==> config.mk <==
export PLATFORM = sky130hd
export DESIGN_NAME = sorted_priority_queue_core
export DESIGN_NICKNAME = d
export VERILOG_FILES = /design/src/rtl/core/spq_pkg.sv /design/src/rtl/core/sorted_priority_queue_core.sv /design/src/rtl/core/spq_cell.sv
export SDC_FILE = /design/constraint.sdc
export NUM_CORES = 2
export LEC_CHECK = 0
export BUFFER_PORTS_ARGS = -buffer_cell sky130_fd_sc_hd__buf_2
export CORE_AREA = 5 5 366 440
export CTS_CLUSTER_DIAMETER = 100
export DETAILED_ROUTE_END_ITERATION = 10
export DIE_AREA = 0 0 371 445
export HOLD_SLACK_MARGIN = 0.15
export PLACE_DENSITY = 0.47
export SKIP_CTS_REPAIR_TIMING = 1
export SLEW_MARGIN = 20
export SYNTH_ARGS = -nofsm -noshare
export SYNTH_HDL_FRONTEND = slang
export SYNTH_SLANG_ARGS = --single-unit
==> constraint.sdc <==
create_clock -name i_clk -period 11.2 [get_ports i_clk]
set_input_delay 0.56 -clock i_clk [delete_from_list [all_inputs] [get_ports i_clk]]
set_output_delay 0.56 -clock i_clk [all_outputs]
set_load 0.03 [all_outputs]
==> src/rtl/core/spq_pkg.sv <==
// ----------------------------------------------------------------------------
// spq_pkg - shared types and constants of the sorted priority queue
// Status codes, request type codes, payload width, parameter defaults and the cell control type.
// ----------------------------------------------------------------------------
`default_nettype none

package spq_pkg;

    localparam int DATA_W        = 32;
    localparam int STATUS_W      = 2;
    localparam int DEF_DEPTH     = 16;
    localparam int DEF_PRIO_W    = 16;

    // result status codes
    localparam logic [STATUS_W-1:0] ST_ENQ   = 2'd0;
    localparam logic [STATUS_W-1:0] ST_DEQ   = 2'd1;
    localparam logic [STATUS_W-1:0] ST_EMPTY = 2'd2;
    localparam logic [STATUS_W-1:0] ST_FULL  = 2'd3;

    // request type codes
    localparam logic REQ_ENQ = 1'b0;
    localparam logic REQ_DEQ = 1'b1;

    // per-cycle command broadcast to every cell
    typedef struct packed {
        logic enq;
        logic deq;
    } t_cell_ctrl;

endpackage

`default_nettype wire

==> src/rtl/core/sorted_priority_queue_core.sv <==
// A result is registered and appears in the cycle after its request is accepted.
// Throughput: one request per cycle unless a result waits; the cell chain inserts or removes in
// a single step whatever the fill level, and the output register is free again as soon
// as its result is taken. Reset (synchronous, active low) empties the queue
// and clears the output valid; slot contents are not cleared.
// ----------------------------------------------------------------------------
// sorted_priority_queue_core - sorted-list priority queue
// A chain of DEPTH cells kept in priority order; enqueue inserts behind every
// entry of greater or equal priority, dequeue removes the head.
// ----------------------------------------------------------------------------
`default_nettype none

module sorted_priority_queue_core
    import spq_pkg::*;
#(
    parameter int DEPTH      = DEF_DEPTH,
    parameter int PRIO_WIDTH = DEF_PRIO_W,
    localparam int CNT_W     = $clog2(DEPTH + 1)
) (
    input  wire                         i_clk,
    input  wire                         i_rst_n,
    input  wire                         i_in_valid,
    output logic                        o_in_ready,
    input  wire                         i_req_type,
    input  wire        [DATA_W-1:0]     i_data_in,
    input  wire signed [PRIO_WIDTH-1:0] i_prio_in,
    output logic                        o_out_valid,
    input  wire                         i_out_ready,
    output logic       [STATUS_W-1:0]   o_status,
    output logic       [DATA_W-1:0]     o_data_out,
    output logic       [CNT_W-1:0]      o_fill_count
);

    logic [CNT_W-1:0]    r_count, n_count;
    logic                r_out_valid;
    logic [STATUS_W-1:0] r_status, n_status;
    logic [DATA_W-1:0]   r_data_out, n_data_out;

    logic                w_accept, w_full, w_empty;
    t_cell_ctrl          w_ctrl;

    logic                         w_ge   [DEPTH];
    logic        [DATA_W-1:0]     w_data [DEPTH];
    logic signed [PRIO_WIDTH-1:0] w_prio [DEPTH];

    assign o_in_ready = !r_out_valid || i_out_ready;
    assign w_accept   = i_in_valid && o_in_ready;
    assign w_full     = (r_count == CNT_W'(DEPTH));
    assign w_empty    = (r_count == '0);

    // issue the command to the chain
    always_comb begin
        w_ctrl.enq = w_accept && (i_req_type == REQ_ENQ) && !w_full;
        w_ctrl.deq = w_accept && (i_req_type == REQ_DEQ) && !w_empty;
    end

    // build the chain of cells
    for (genvar g = 0; g < DEPTH; g++) begin : g_cell
        logic                         w_left_ge;
        logic        [DATA_W-1:0]     w_left_data, w_right_data;
        logic signed [PRIO_WIDTH-1:0] w_left_prio, w_right_prio;

        if (g == 0) begin : g_head
            assign w_left_ge   = 1'b1;
            assign w_left_data = i_data_in;
            assign w_left_prio = i_prio_in;
        end else begin : g_mid
            assign w_left_ge   = w_ge[g-1];
            assign w_left_data = w_data[g-1];
            assign w_left_prio = w_prio[g-1];
        end

        if (g == DEPTH - 1) begin : g_tail
            assign w_right_data = w_data[g];
            assign w_right_prio = w_prio[g];
        end else begin : g_body
            assign w_right_data = w_data[g+1];
            assign w_right_prio = w_prio[g+1];
        end

        spq_cell #(
            .PRIO_WIDTH (PRIO_WIDTH)
        ) u_cell (
            .i_clk        (i_clk),
            .i_ctrl       (w_ctrl),
            .i_occupied   (CNT_W'(g) < r_count),
            .i_new_data   (i_data_in),
            .i_new_prio   (i_prio_in),
            .i_left_ge    (w_left_ge),
            .i_left_data  (w_left_data),
            .i_left_prio  (w_left_prio),
            .i_right_data (w_right_data),
            .i_right_prio (w_right_prio),
            .o_ge         (w_ge[g]),
            .o_data       (w_data[g]),
            .o_prio       (w_prio[g])
        );
    end

    // form the result and the next fill level
    always_comb begin
        n_count    = r_count;
        n_status   = ST_ENQ;
        n_data_out = '0;
        if (i_req_type == REQ_ENQ) begin
            if (w_full) begin
                n_status = ST_FULL;
            end else begin
                n_count  = r_count + CNT_W'(1);
            end
        end else begin
            if (w_empty) begin
                n_status   = ST_EMPTY;
                n_data_out = '1;
            end else begin
                n_status   = ST_DEQ;
                n_data_out = w_data[0];
                n_count    = r_count - CNT_W'(1);
            end
        end
    end

    // hold fill level and output valid
    always_ff @(posedge i_clk) begin
        if (!i_rst_n) begin
            r_count     <= '0;
            r_out_valid <= 1'b0;
        end else begin
            if (w_accept) begin
                r_count     <= n_count;
                r_out_valid <= 1'b1;
            end else if (i_out_ready) begin
                r_out_valid <= 1'b0;
            end
        end
    end

    // load the result payload
    always_ff @(posedge i_clk) begin
        if (w_accept) begin
            r_status   <= n_status;
            r_data_out <= n_data_out;
        end
    end

    assign o_out_valid  = r_out_valid;
    assign o_status     = r_status;
    assign o_data_out   = r_data_out;
    assign o_fill_count = r_count;

`ifndef ASSERT_OFF
    a_count_bound: assert property (@(posedge i_clk) disable iff (!i_rst_n)
        r_count <= CNT_W'(DEPTH))
        else $error("fill level beyond depth");

    a_enq_grows: assert property (@(posedge i_clk) disable iff (!i_rst_n)
        w_ctrl.enq |=> (r_count == $past(r_count) + CNT_W'(1)) && (o_status == ST_ENQ))
        else $error("enqueue did not grow the queue");

    a_deq_head: assert property (@(posedge i_clk) disable iff (!i_rst_n)
        w_ctrl.deq |=> (o_data_out == $past(w_data[0])) && (o_status == ST_DEQ))
        else $error("dequeue did not return the head entry");

    a_empty_data: assert property (@(posedge i_clk) disable iff (!i_rst_n)
        (o_out_valid && (o_status == ST_EMPTY)) |-> (o_data_out == '1))
        else $error("empty dequeue without all-ones data");
`endif

endmodule

`default_nettype wire

==> src/rtl/core/spq_cell.sv <==
// ----------------------------------------------------------------------------
// spq_cell - one slot of the sorted chain
// Holds one entry, compares it with the incoming priority and shifts right
// on an insert below it or left on a head removal.
// ----------------------------------------------------------------------------
`default_nettype none

module spq_cell
    import spq_pkg::*;
#(
    parameter int PRIO_WIDTH = DEF_PRIO_W
) (
    input  wire                         i_clk,
    input  wire t_cell_ctrl             i_ctrl,
    input  wire                         i_occupied,
    input  wire        [DATA_W-1:0]     i_new_data,
    input  wire signed [PRIO_WIDTH-1:0] i_new_prio,
    input  wire                         i_left_ge,
    input  wire        [DATA_W-1:0]     i_left_data,
    input  wire signed [PRIO_WIDTH-1:0] i_left_prio,
    input  wire        [DATA_W-1:0]     i_right_data,
    input  wire signed [PRIO_WIDTH-1:0] i_right_prio,
    output logic                        o_ge,
    output logic       [DATA_W-1:0]     o_data,
    output logic signed [PRIO_WIDTH-1:0] o_prio
);

    logic        [DATA_W-1:0]     r_data, n_data;
    logic signed [PRIO_WIDTH-1:0] r_prio, n_prio;

    // entry stays ahead of the new one when it is held and not lower
    assign o_ge   = i_occupied && (r_prio >= i_new_prio);
    assign o_data = r_data;
    assign o_prio = r_prio;

    // pick the next content: keep, take new, shift from left or right
    always_comb begin
        n_data = r_data;
        n_prio = r_prio;
        if (i_ctrl.deq) begin
            n_data = i_right_data;
            n_prio = i_right_prio;
        end else if (i_ctrl.enq && !o_ge) begin
            if (i_left_ge) begin
                n_data = i_new_data;
                n_prio = i_new_prio;
            end else begin
                n_data = i_left_data;
                n_prio = i_left_prio;
            end
        end
    end

    always_ff @(posedge i_clk) begin
        r_data <= n_data;
        r_prio <= n_prio;
    end

endmodule

`default_nettype wire
==> results.py <==
metrics = {
    "run_status": {
        "status": "finished, final reports clean",
    },
    "synth": {
        "syn_area_um2": 46540,
        "ys.flop_type": "edfxtp_1",
        "synth_top_area_share_pct": 51.74,
        "synth_cells": 4461,
        "ys_seq_area_share_pct": 52.00,
        "synth_area_leaders": "edfxtp_1 (52%), ha_1 (7.0%), nand2_1 (6.9%), mux2i_1 (6.5%), a221o_1 (3.1%)",
        "yosysUniqueCellTypes": 73,
        "synth_most_common_cell": "nand2_1",
        "async_reset_ff_share_pct": 0,
        "synth_nets": 4773,
        "synth_edf_count": 802,
        "synthTopCellsByCount": "nand2_1 (850), edfxtp_1 (802), mux2i_1 (302)",
        "yosysTopAreaCell": "edfxtp_1",
        "yosys_warnings": 0,
        "syn-mean-instance-area_um2": 10.43,
        "synth-seq-cells": 808,
    },
    "sta": {
        "holdWs_ps": 161.7,
        "rsz0062_at_grt": "no",
        "slew_headroom_pct": 30.56,
        "fin_crit_ps": 5473,
        "fin_crit_sh_pct": 48.87,
        "final.setup.tns_ps": 0,
        "finClkSkew_ps": 30.26,
        "slew_violations": 0,
        "hold_violations": 0,
        "tightest_slew_ps": 1042,
        "finalSetupViolations": 0,
        "fmax_mhz": 182.7,
    },
    "floorplan": {
        "fp.dieH_um": 445,
        "start_util_pct": 29.84,
        "io-pin-count": 94,
        "coreArea_um2": 156000,
        "die_x_um": 371,
        "rows": 159,
        "dieArea_um2": 165100,
    },
    "worst_setup_path": {
        "cp.arrival_ps": 5800,
        "crit_chain": "inv_1 -> ha_1 -> nand2_2 -> buf_4 -> nand2_4 -> buf_4 -> buf_4 -> buf_12 -> a21oi_4 -> buf_4",
        "cp_max_fo": 152,
        "r2r_cells": 10,
        "r2r_start": "o_fill_count[1]",
        "start_kind": "flop",
        "startpoint": "o_fill_count[1]",
        "critical_path_class": "flop to flop",
        "worstSetupEndpointType": "flop",
        "crit_buf_inv": 6,
        "max_stage_delay_ps": 650,
        "slowest_stage": "dfxtp_1",
        "cpMostUsedCell": "buf_4",
        "worstPathRequired_ps": 11520,
        "cp.depth": 10,
        "critPathTopFamily": "buffers and inverters",
    },
    "place": {
        "place_hpwl_um": 105600,
        "gp_congestion": 0.8252,
        "port_buffers": 93,
        "placed_cell_area_um2": 48930,
    },
    "detailed_routing": {
        "drt-initial-drc-count": 3029,
        "vias_per_cell": 5.526,
        "drc": 0,
        "vias": 36135,
        "drtAntennaViolNets": 0,
        "drt-total-wl_um": 162800,
        "wire_per_inst_um": 24.90,
        "dr.pass1.iters": 6,
    },
    "hold_path": {
        "hold_start": "i_in_valid",
        "hold_depth": 3,
        "hold_class": "input pin to flop",
    },
    "clocking": {
        "root_buffer": "clkbuf_16",
        "cts.sinks": 808,
        "clock_path_buffers": 3,
        "cts_buffers": 101,
        "clk_latency_ps": 720,
        "cts_tree": "built",
        "h-tree-depth": 3,
        "clkTransAtPathRegs_ps": 50,
    },
    "run": {
        "cap_violations": 0,
    },
    "pwr": {
        "peakVddDrop_v": 0.0001382,
        "cellPowerDensity_nw_per_um2": 233.4,
        "p_leak_nw": 19.27,
        "design_power_total_mw": 12.14,
    },
    "global_route": {
        "grt_pass1_wl_um": 241400,
        "grt_max_degree": 172,
        "grt_pass1_vias": 36793,
        "antenna_found_initial": 20,
        "grt_usage_pct": 19.10,
        "overflow": 0,
    },
    "cells_and_area": {
        "final_core_util_pct": 33.35,
        "layout.nets": 4666,
        "drive_gt1_share_pct": 8.292,
        "syn_to_final_growth_pct": 11.77,
        "final_cell_area_um2": 52020,
    },
}
[registers in the layout, summed over array words and instances (netlist names)]
register	count
o_fill_count	5
o_out_valid	1
g_cell.u_cell.o_data	512
o_data_out	32
g_cell.u_cell.o_prio	256
o_status	2
[worst paths after layout]
check	slack (ps)	endpoint
worst max-delay path	5730	g_cell[5].u_cell.o_prio[11]
worst min-delay path	160	o_out_valid
worst max register to register	5730	g_cell[5].u_cell.o_prio[11]
worst min register to register	550	g_cell[0].u_cell.o_data[14]
[routing by layer]
| metal | part of all wire, % | vias to the layer above | GRT usage [%] |
|---|---|---|---|
| met5 | 0.029 | - | 0 |
| met4 | 3.1 | 8 | 5.430 |
| met3 | 4.4 | 264 | 2.676 |
| met2 | 50 | 941 | 34.16 |
| met1 | 42 | 18317 | 24.02 |
| li1 | - | 16605 | - |
[tightest hold or removal path, cell delays in order]
cell	delay (ps)
buf_2	130
inv_1	50
a21boi_0	60
[through the flow]
step | instances | setup WS, ps
global route | 6532 | 5599
detailed placement | 6343 | 5872
floorplan | 4461 | 5075
finish | 6539 | 5727
global placement | 6343 | 5894
CTS | 6530 | 5833
[power by group]
group	internal, mW	total [mW]	switching, mW
Sequential	4.58	5.17	0.584
Combinational	1.40	3.86	2.46
Clock	1.75	3.11	1.36
[cell families (layout without fill, tap and decap cells)]
group | count (synthesis) | in the layout | synth area share, %
AO/OA/AOI/OAI | 1209 | 1209 | 17.16
XOR/XNOR | 6 | 6 | 0.1129
adder cells (fa/ha/maj) | 259 | 259 | 6.963
buffers and inverters | 439 | 416 | 4.005
flip-flops | 808 | 808 | 52.00
multiplexers | 308 | 308 | 6.664
other | 0 | 8 | 0
AND/OR/NAND/NOR | 1432 | 1432 | 13.10
[cells in the final DEF (no fill, tap or decap), types with 49 or more instances in the layout]
cell and instances:
a21oi_1 266, a221o_1 144, a22oi_1 93, a31oi_1 49
and3_1 52, buf_2 93, buf_4 80, clkbuf_16 103
edfxtp_1 802, ha_1 258, inv_1 50, mux2i_1 300
nand2_1 848, nand3_1 180, nand4_1 50, nor2_1 207
o211ai_1 178, o21ai_0 230, o21ai_1 99
[layout make-up]
cell class / instances / area [µm²]
diodes: 8 / 20.02
clock buffers: 133 / 2730
clock inverters: 54 / 334.1
fillers: 16000 / 104000
inverters: 51 / 191.4
multi-input cells: 3214 / 20770
flip-flops and latches: 808 / 24200
well taps: 2093 / 2619
repair buffers: 178 / 1156
No activity file was read; power rests on OpenSTA's default activity.
